## src/rtl/eis_pkg.sv

```systemverilog
`default_nettype none

package eis_pkg;

   localparam int COORD_FRAC_BITS = 4;

   localparam int IN_W   = 20;
   localparam int COEF_W = 32;
   localparam int OPD_W  = 33;
   localparam int PRD_W  = 2 * OPD_W;
   localparam int LINE_W = 56;
   localparam int DM_W   = 54;
   localparam int DSQ_W  = 2 * DM_W;
   localparam int NRM_W  = 64;
   localparam int QUO_W  = 41;
   localparam int PRE_SH = (2 * COORD_FRAC_BITS <= 8) ? 8 - 2 * COORD_FRAC_BITS : 0;
   localparam int POST_SH = (2 * COORD_FRAC_BITS > 8) ? 2 * COORD_FRAC_BITS - 8 : 0;
   localparam int DIV_W  = DSQ_W + PRE_SH;

   localparam logic [31:0] ERR_MAX   = 32'hFFFF_FFFF;
   localparam logic [47:0] SCORE_MAX = 48'hFFFF_FFFF_FFFF;
   localparam logic [15:0] COUNT_MAX = 16'hFFFF;
   localparam logic [31:0] THRESH_RESET = 32'd2304;

   typedef enum logic [2:0] {
      CSR_PAIR_A = 3'd0,
      CSR_PAIR_B = 3'd1,
      CSR_PAIR_C = 3'd2,
      CSR_PAIR_D = 3'd3,
      CSR_LAST   = 3'd4,
      CSR_THRESH = 3'd5
   } csr_index_type;

   typedef struct packed {
      logic signed [IN_W-1:0] first_x;
      logic signed [IN_W-1:0] first_y;
      logic signed [IN_W-1:0] second_x;
      logic signed [IN_W-1:0] second_y;
      logic                   restart;
   } req_type;

   typedef struct packed {
      logic        inlier;
      logic [31:0] sq_error;
      logic [47:0] score_total;
      logic [15:0] inlier_count;
   } rsp_type;

   typedef struct packed {
      logic             start;
      logic [DIV_W-1:0] dividend;
      logic [NRM_W-1:0] divisor;
   } div_ctrl_type;

   typedef struct packed {
      logic        busy;
      logic        done;
      logic [31:0] result;
   } div_stat_type;

endpackage

`default_nettype wire

```

## src/rtl/eis_mul.sv

```systemverilog
`default_nettype none

module eis_mul
   import eis_pkg::*;
(
   input  logic signed [OPD_W-1:0] opd_a,
   input  logic signed [OPD_W-1:0] opd_b,
   output logic signed [PRD_W-1:0] product
);

   assign product = PRD_W'(opd_a) * PRD_W'(opd_b);

endmodule

`default_nettype wire

```

## config.mk

```make
export PLATFORM = sky130hd
export DESIGN_NAME = eis_mul
export DESIGN_NICKNAME = d
export VERILOG_FILES = /design/src/rtl/eis_pkg.sv /design/src/rtl/eis_mul.sv
export SDC_FILE = /design/constraint.sdc
export NUM_CORES = 2
export LEC_CHECK = 0
export BUFFER_PORTS_ARGS = -buffer_cell sky130_fd_sc_hd__buf_2
export CORE_MARGIN = 2
export CORE_UTILIZATION = 57
export DETAILED_ROUTE_END_ITERATION = 8
export PLACE_DENSITY = 0.84
export SLEW_MARGIN = 10
export SYNTH_ARGS = -nofsm -noshare
export SYNTH_HDL_FRONTEND = slang
export SYNTH_SLANG_ARGS = --single-unit
```

## constraint.sdc

```tcl
create_clock -name vclk -period 14.16
set_clock_uncertainty 0.2 [all_clocks]
set_input_delay 1.416 -clock vclk [all_inputs]
set_output_delay 1.416 -clock vclk [all_outputs]
set_load 0.1 [all_outputs]
```

==> results.rst <==
.. list-table::
   :header-rows: 1

   * - Metric
     - Value
   * - Area growth from synthesis to final layout
     - 2.70%
   * - Initial core utilization
     - 57.8%
   * - Cell types with the largest area share after synthesis
     - fa_1 (59%), inv_1 (11%), and2_1 (9.0%)
   * - Tmin final
     - 12430 ps
   * - Share of cells above drive strength 1
     - 3.65%
   * - Run status
     - finished clean
   * - Die H
     - 265 µm
   * - Unrepaired setup endpoints after global routing
     - false
   * - Total congestion overflow after global routing
     - 0
   * - Peak Freq
     - 80.5 MHz
   * - Final number of max-transition violations
     - 0
   * - Cells after Synth
     - 4232
   * - Worst path required time
     - 12540 ps
   * - Initial antenna violation count
     - 12
   * - Fin crit share
     - 87.8%
   * - Detailed-router iteration count before antenna repair
     - 9
   * - Number of fillers in the final layout
     - 5448
   * - Netlist area before placement
     - 0.0389 mm²
   * - GRT Util Overall
     - 30.4%
   * - Slew of the pin with the lowest slew margin
     - 1100 ps
   * - Net count after synthesis
     - 5660
   * - Overall die area
     - 0.0704 mm²
   * - Classification of the worst setup path
     - primary input to primary output
   * - Max-cap violation count
     - 0
   * - Yosys top cell by area
     - fa_1
   * - Top cells by count, synth
     - fa_1 (1145), inv_1 (1130), and2_1 (558)
   * - Standard cell core area
     - 0.0674 mm²
   * - Die boundary width
     - 265 µm
   * - YS warnings
     - 0
   * - Final core utilization
     - 59.3%
   * - Via count of the first global-routing pass
     - 31800
   * - DRC Markers
     - 0
   * - Total Routed Length
     - 101000 µm
   * - Via Count
     - 28400
   * - Ports placed on the boundary
     - 132
   * - Routed length per placed instance
     - 20.0 µm
   * - Count of endpoints failing setup in the final report
     - 0
   * - Post-synth cell types
     - 53
   * - Total negative slack
     - 0 ps
   * - Initial detailed-routing violation count
     - 2135
   * - Cell area after placement
     - 0.0400 mm²
   * - Footprint of the multi-input gates
     - 0.0339 mm²
   * - Number of clock buffer instances in the layout
     - 0
   * - Final Wtd Congestion
     - 0.940
   * - Total of buffers placed on input and output ports
     - 132
   * - Hold buffers post-CTS
     - 0
   * - CP Capture Type
     - primary output
   * - Largest fanout on the critical path
     - 33
   * - Net total in the final layout
     - 5590
   * - Worst EP arrival
     - 10810 ps
   * - Element type at the critical path start
     - primary input
   * - Footprint of the flip-flops and latches
     - 0 µm²
   * - Antenna-violating nets left
     - 0
   * - Max transition margin
     - 26.2%
   * - Post-CTS Resized
     - 0
   * - Portion of the post-synthesis area used by sequential elements
     - 0%
   * - Average cell area after synthesis
     - 9.20 µm²
   * - Site row count
     - 95
   * - Yosys top cell area share
     - 58.9%
   * - Sequential cell count
     - 0
   * - Top-count cell post-synth
     - fa_1
   * - Vias per inst
     - 5.63
   * - HPWL reported at the end of detailed placement
     - 84600 µm
   * - Min-delay worst type
     - primary input to primary output
   * - Cell area after layout
     - 0.0400 mm²
   * - Pin count of the biggest net entering global routing
     - 34
   * - Postcts setup bufs
     - 0
   * - Global-route wire length before repair
     - 168000 µm
   * - Final hold violation count
     - 0
-- critical path: stages --
cell	delay (ps)
buf_2	620
nand2_1	170
fa_1	550
fa_1	510
inv_1	60
fa_1	470
inv_1	50
fa_1	500
fa_1	530
inv_1	60
fa_1	550
fa_1	430
fa_1	470
ha_1	410
a21oi_1	320
o21ai_0	220
or2_2	330
o21ai_1	860
a2111oi_0	290
a211oi_1	840
o21ai_0	310
o22ai_1	220
xnor2_1	150
buf_2	450
-- routing by layer --
metal	vias up	share of wire, %	GRT usage (%)
met1	14600	36	39.4
met5	-	0.093	0
li1	11800	-	-
met4	14	6.3	15.6
met2	1570	48	49.7
met3	364	9.5	5.19
-- per-stage QoR --
step                setup WS [ps]  hold slack [ps]  std cells
floorplan                    2650             3100       4232
global placement             1820             3530       5033
detailed placement           1790             3550       5033
CTS                          1780             3550       5033
global route                 1280             3580       5038
finish                       1730             3550       5039
-- cell families after synthesis --
kind of cell / after synthesis / synth area share (%)
XOR/XNOR: 76 / 1.71
AND/OR/NAND/NOR: 1240 / 16.0
multiplexers: 1 / 0.0257
buffers and inverters: 1347 / 13.0
adder cells (fa/ha/maj): 1362 / 65.8
AO/OA/AOI/OAI: 206 / 3.47
-- cell type report --
cell class,count,share of cell area (%)
antenna,6,0.0375
inverter,1130,10.6
multi-input combinational,2885,84.7
tap,873,2.73
timing repair buffer,145,1.90
-- final timing paths --
path / startpoint / to / slack (ps) / cells after the start
worst max-delay path: opd_b[3] / product[60] / 1730 / 24
worst min-delay path: opd_a[0] / product[0] / 3550 / 4
-- layout by cell type, fill, tap and decap left out, drive strengths merged, types with 3 or more instances in the layout --
cell and instances:
nand4 11, o31ai 4, inv 1130, a211oi 9, diode 6, buf 145, nand3 8, nor2b 5
and2 558, and3 13, a31oi 7, o21bai 16, a221oi 5, a2111oi 3, nand2 544, nand2b 14
ha 217, xor2 24, a21o 36, nor2 66, xnor2 52, a21oi 59, o211ai 12, fa 1145
nor3 11, o21ai 35
Power is left out: the tool's default activity adds up to more than one toggle a clock period on the data nets, which glitch-free logic cannot reach.
