===== src/rtl/eis_pkg.sv =====
`default_nettype none

package eis_pkg;

   localparam int COORD_FRAC_BITS = 4;

   localparam int IN_W   = 20;
   localparam int COEF_W = 32;
   localparam int OPD_W  = 33;
   localparam int PRD_W  = 2 * OPD_W;
   localparam int LINE_W = 56;
   localparam int DM_W   = 54;
   localparam int DSQ_W  = 2 * DM_W;
   localparam int NRM_W  = 64;
   localparam int QUO_W  = 41;
   localparam int PRE_SH = (2 * COORD_FRAC_BITS <= 8) ? 8 - 2 * COORD_FRAC_BITS : 0;
   localparam int POST_SH = (2 * COORD_FRAC_BITS > 8) ? 2 * COORD_FRAC_BITS - 8 : 0;
   localparam int DIV_W  = DSQ_W + PRE_SH;

   localparam logic [31:0] ERR_MAX   = 32'hFFFF_FFFF;
   localparam logic [47:0] SCORE_MAX = 48'hFFFF_FFFF_FFFF;
   localparam logic [15:0] COUNT_MAX = 16'hFFFF;
   localparam logic [31:0] THRESH_RESET = 32'd2304;

   typedef enum logic [2:0] {
      CSR_PAIR_A = 3'd0,
      CSR_PAIR_B = 3'd1,
      CSR_PAIR_C = 3'd2,
      CSR_PAIR_D = 3'd3,
      CSR_LAST   = 3'd4,
      CSR_THRESH = 3'd5
   } csr_index_type;

   typedef struct packed {
      logic signed [IN_W-1:0] first_x;
      logic signed [IN_W-1:0] first_y;
      logic signed [IN_W-1:0] second_x;
      logic signed [IN_W-1:0] second_y;
      logic                   restart;
   } req_type;

   typedef struct packed {
      logic        inlier;
      logic [31:0] sq_error;
      logic [47:0] score_total;
      logic [15:0] inlier_count;
   } rsp_type;

   typedef struct packed {
      logic             start;
      logic [DIV_W-1:0] dividend;
      logic [NRM_W-1:0] divisor;
   } div_ctrl_type;

   typedef struct packed {
      logic        busy;
      logic        done;
      logic [31:0] result;
   } div_stat_type;

endpackage

`default_nettype wire


===== src/rtl/eis_div.sv =====
`default_nettype none

module eis_div
   import eis_pkg::*;
(
   input  logic         clock,
   input  logic         reset,
   input  div_ctrl_type ctrl,
   output div_stat_type stat
);

   localparam int HI_W  = DIV_W - QUO_W;
   localparam int CMP_W = HI_W + NRM_W;
   localparam int CNT_W = $clog2(QUO_W + 1);

   logic             busy_ff, busy_in;
   logic             done_ff, done_in;
   logic             sat_ff, sat_in;
   logic [NRM_W-1:0] rem_ff, rem_in;
   logic [NRM_W-1:0] den_ff, den_in;
   logic [QUO_W-1:0] dq_ff, dq_in;
   logic [CNT_W-1:0] cnt_ff, cnt_in;
   logic [HI_W-1:0]  top_part;
   logic [NRM_W:0]   trial;
   logic [NRM_W:0]   diff;
   logic             ge;
   logic [QUO_W-1:0] quo_sh;

   always_comb begin
      top_part = ctrl.dividend[DIV_W-1:QUO_W];
      trial    = {rem_ff, dq_ff[QUO_W-1]};
      diff     = trial - {1'b0, den_ff};
      ge       = (trial >= {1'b0, den_ff});
      busy_in  = busy_ff;
      done_in  = 1'b0;
      sat_in   = sat_ff;
      rem_in   = rem_ff;
      den_in   = den_ff;
      dq_in    = dq_ff;
      cnt_in   = cnt_ff;
      if (ctrl.start) begin
         den_in = ctrl.divisor;
         dq_in  = ctrl.dividend[QUO_W-1:0];
         cnt_in = CNT_W'(QUO_W);
         if (CMP_W'(top_part) >= CMP_W'(ctrl.divisor)) begin
            sat_in  = 1'b1;
            busy_in = 1'b0;
            done_in = 1'b1;
         end else begin
            sat_in  = 1'b0;
            busy_in = 1'b1;
            rem_in  = top_part[NRM_W-1:0];
         end
      end else if (busy_ff) begin
         rem_in = ge ? diff[NRM_W-1:0] : trial[NRM_W-1:0];
         dq_in  = {dq_ff[QUO_W-2:0], ge};
         cnt_in = cnt_ff - CNT_W'(1);
         if (cnt_ff == CNT_W'(1)) begin
            busy_in = 1'b0;
            done_in = 1'b1;
         end
      end
   end

   always_ff @(posedge clock) begin
      if (reset) begin
         busy_ff <= 1'b0;
         done_ff <= 1'b0;
         cnt_ff  <= '0;
      end else begin
         busy_ff <= busy_in;
         done_ff <= done_in;
         cnt_ff  <= cnt_in;
      end
      sat_ff <= sat_in;
      rem_ff <= rem_in;
      den_ff <= den_in;
      dq_ff  <= dq_in;
   end

   assign quo_sh      = dq_ff >> POST_SH;
   assign stat.busy   = busy_ff;
   assign stat.done   = done_ff;
   assign stat.result = (sat_ff || (quo_sh[QUO_W-1:32] != '0)) ? ERR_MAX : quo_sh[31:0];

endmodule

`default_nettype wire


===== config.mk =====
export PLATFORM = sky130hd
export DESIGN_NAME = eis_div
export DESIGN_NICKNAME = d
export VERILOG_FILES = /design/src/rtl/eis_pkg.sv /design/src/rtl/eis_div.sv
export SDC_FILE = /design/constraint.sdc
export NUM_CORES = 1
export LEC_CHECK = 0
export ABC_AREA = 1
export BUFFER_PORTS_ARGS = -buffer_cell sky130_fd_sc_hd__clkbuf_2
export CORE_UTILIZATION = 60
export DETAILED_ROUTE_END_ITERATION = 6
export GPL_ROUTABILITY_DRIVEN = 1
export GPL_TIMING_DRIVEN = 0
export PLACE_DENSITY = 0.88
export SLEW_MARGIN = 10
export SYNTH_ARGS = -nofsm -noshare
export SYNTH_HDL_FRONTEND = slang
export SYNTH_SLANG_ARGS = --single-unit
export TNS_END_PERCENT = 10

===== constraint.sdc =====
create_clock -name clock -period 5.9 [get_ports clock]
set_input_delay 1.77 -clock clock [delete_from_list [all_inputs] [get_ports clock]]
set_output_delay 1.77 -clock clock [all_outputs]
set_load 0.01 [all_outputs]

==> results.md <==
* P per Cell Area at 252 nW/µm²
* Final WL at 54.7 mm
* Ys async rst share at 0
* Slew headroom at 0.242
* Largest net degree at the start of global routing at 43
* Most frequent cell after synthesis: nand2_1
* Final #Nets at 2,970
* Number of port buffers at 208
* Buffer and inverter count on the worst path at 7
* Synth Area in XOR/XNOR at 0.0176
* Psw at 1.87 mW
* Via density at 5.47
* Critical path class: primary input to flop
* Leak at 10.1 nW
* Crit path max-delay cell type: clkbuf_1
* Worst Hold Class: flop to flop
* Dpl ws at 169 ps
* Synth Area in Adders at 0.103
* DRT antenna net count at 0
* Post_cts resized at 0
* Fmax achieved at 185 MHz
* Cell Area, Synth at 15,900 µm²
* Post-CTS setup buffer count at 0
* Setup ws final at 503 ps
* Sw Share at 0.411
* Final core occ at 0.694
* Synth Net Count at 2,741
* Final Non-Filler Cells at 3,012
* Filler instances at 2,166
* Worst-path maximum fanout at 42
* CP Data Required Time at 6030 ps
* Compound-Gate Fraction of Synth Area at 0.0487
* Die area at 27,200 µm²
* WHS at 527 ps
* Period utilization at 0.915
* Max Cap Violations at 0
* Largest family of logic cells by synthesized area: simple AND/OR/NAND/NOR gates
* Max Slew Vio Count at 0
* Crit start category: primary input
* Yosys reg bits at 178
* Share of Yosys cell area claimed by the top area cell type at 0.320
* Reg clk slew, reported paths at 80 ps
* Share of layout cells above drive strength 1 at 0.109
* Setup-failing EPs final at 0
* Synth cell count leaders: nand2_1, inv_1, edfxtp_1, nor2_1, ha_1
* Sequential area share after synthesis at 0.330
* Cts bufs inserted at 17
* Area leader, netlist: edfxtp_1
* Number of synthesized flops with an enable pin at 170
* Worst vdd ir at 0.198 mV
* Final Skew at 17.8 ps
* Die W at 165 µm
* Placed cells at 2,980
* Initial antenna violation count at 0
* First-pass GRT wire length at 82.2 mm
* Area growth, synth to finish at 13.4%
* CP top delay family: buffers and inverters
* Design Power at 4.56 mW
* Avg WL per Cell at 18.2 µm
* GRT Resource Usage Total at 0.405
* DRC at 2
* Core area at 26,100 µm²
* Cell Rows at 59
* Clk pwr share at 0.273
* Max incr delay on CP at 880 ps
* Root buffer cell: clkbuf_16
* Slew @ Worst Pin at 1140 ps
* Die height at 165 µm
* DR iter-0 viols at 1,862
* H-tree Lvls at 4
* Synth Area per Inst at 6.55 µm²
* Final GP Congestion at 1.06
* P_int at 2.69 mW
* I/O Pins at 209
* 1st-pass router iterations at 7
* Unrepaired setup endpoints after global routing: false
* Multiplexer share of the synthesized area at 0
* Top FF cell, synth: edfxtp_1
* Antenna Cells at 0
* Clk buf depth at 2
* Status: complete, but fails checks
* Failing checks: DRC
* # hold bufs at CTS at 0
* HPWL after detailed placement at 44.7 mm
* Sequential power share at 0.348
* CTS tree: built
* Post-Syn Instances at 2,435
* Final Hold Vio Count at 0
* Vias in the first global route at 15,600
* Worst setup EP type: flop
* Cells along the critical path: clkbuf_4, buf_12, clkbuf_1, clkbuf_1, nor2_1, inv_2, nand2_1, inv_4, buf_12
* Clock latency on the worst-skew pair at 460 ps
* Initial Util at 0.612
* Total gr overflow at 0
* Sink Count at 178
* Vias at 16,500
* Combinational power share at 0.379
* Synth Warn # at 0
* CP arrival at 5530 ps
* Crit path time final at 5400 ps
* Unique cell type count in the Yosys netlist at 34
* Area contributors post-synth: edfxtp_1, nand2_1, inv_1
* Post-Synth Simple-Gate Area at 0.361
[registers in the layout, indices dropped and copies added (netlist names)]
register,flops
den_ff,64
rem_ff,64
dq_ff,41
cnt_ff,6
busy_ff,1
done_ff,1
sat_ff,1
[power by group through the flow]
| stage | logic (mW) | clock network [mW] | registers, mW |
|---|---|---|---|
| floorplan | 1.11 | 0 | 1.60 |
| global placement | 1.61 | 0 | 1.61 |
| detailed placement | 1.66 | 0 | 1.61 |
| CTS | 1.68 | 1.23 | 1.58 |
| global route | 1.89 | 1.28 | 1.60 |
| finish | 1.73 | 1.24 | 1.59 |
[worst reg2reg max path, stage by stage, from the launching register on]
cell,delay [ps]
edfxtp_1,470
ha_1,430
nand2_1,110
nor2_1,460
nand4_1,270
nor2_1,220
nand3_1,100
nand2_1,90
nor2_2,120
nand2_2,120
buf_6,220
buf_6,210
nand3_1,190
nand2_1,140
nand2_1,60
[cell type report]
cell class,count,area [µm²],share of cell area
clock inverters,15,206,0.0114
flip-flops and latches,178,5270,0.291
clock buffers,17,425,0.0235
multi-input cells,1685,8460,0.468
well taps,335,419,0.0232
inverters,524,1970,0.109
plain buffers,48,246,0.0136
repair buffers,210,1080,0.0599
[through the flow]
stage	cell area, µm²	TNS (ps)
detailed placement	17400	0
CTS	18100	0
global placement	17400	-138390
floorplan	15900	0
global route	18100	0
finish	18100	0
[path summary, 6_finish.rpt]
path                    from         end  slack, ps  cells after the start
setup / recovery   ctrl[172]  rem_ff[33]        500                      9
hold / removal     cnt_ff[2]   cnt_ff[2]        530                      2
setup reg to reg  rem_ff[58]  rem_ff[62]       2440                     14
hold reg to reg    cnt_ff[2]   cnt_ff[2]        530                      2
[logic make-up after synthesis]
group / Yosys count
buf+inv: 572
simple gates: 1377
compound gates: 145
xor+xnor: 32
flops: 178
fa+ha+maj: 131
[per-layer routing]
| layer | track usage | up-vias | share of wire |
|---|---|---|---|
| met5 | 0 | - | 0 |
| met4 | 0.171 | 0 | 0.041 |
| met3 | 0.0942 | 125 | 0.10 |
| met2 | 0.665 | 915 | 0.46 |
| met1 | 0.508 | 7451 | 0.40 |
| li1 | - | 7995 | - |
[cells in the final DEF, fill, tap and decap left out, drive strengths merged, types with 31 or more instances in the layout]
cell / n
a21oi: 71
clkbuf: 255
edfxtp: 170
ha: 130
inv: 526
nand2: 984
nand3: 114
nand3b: 60
nand4: 40
nor2: 146
o21ai: 53
xnor2: 31
Note: power is estimated with default switching activity, not from simulation.
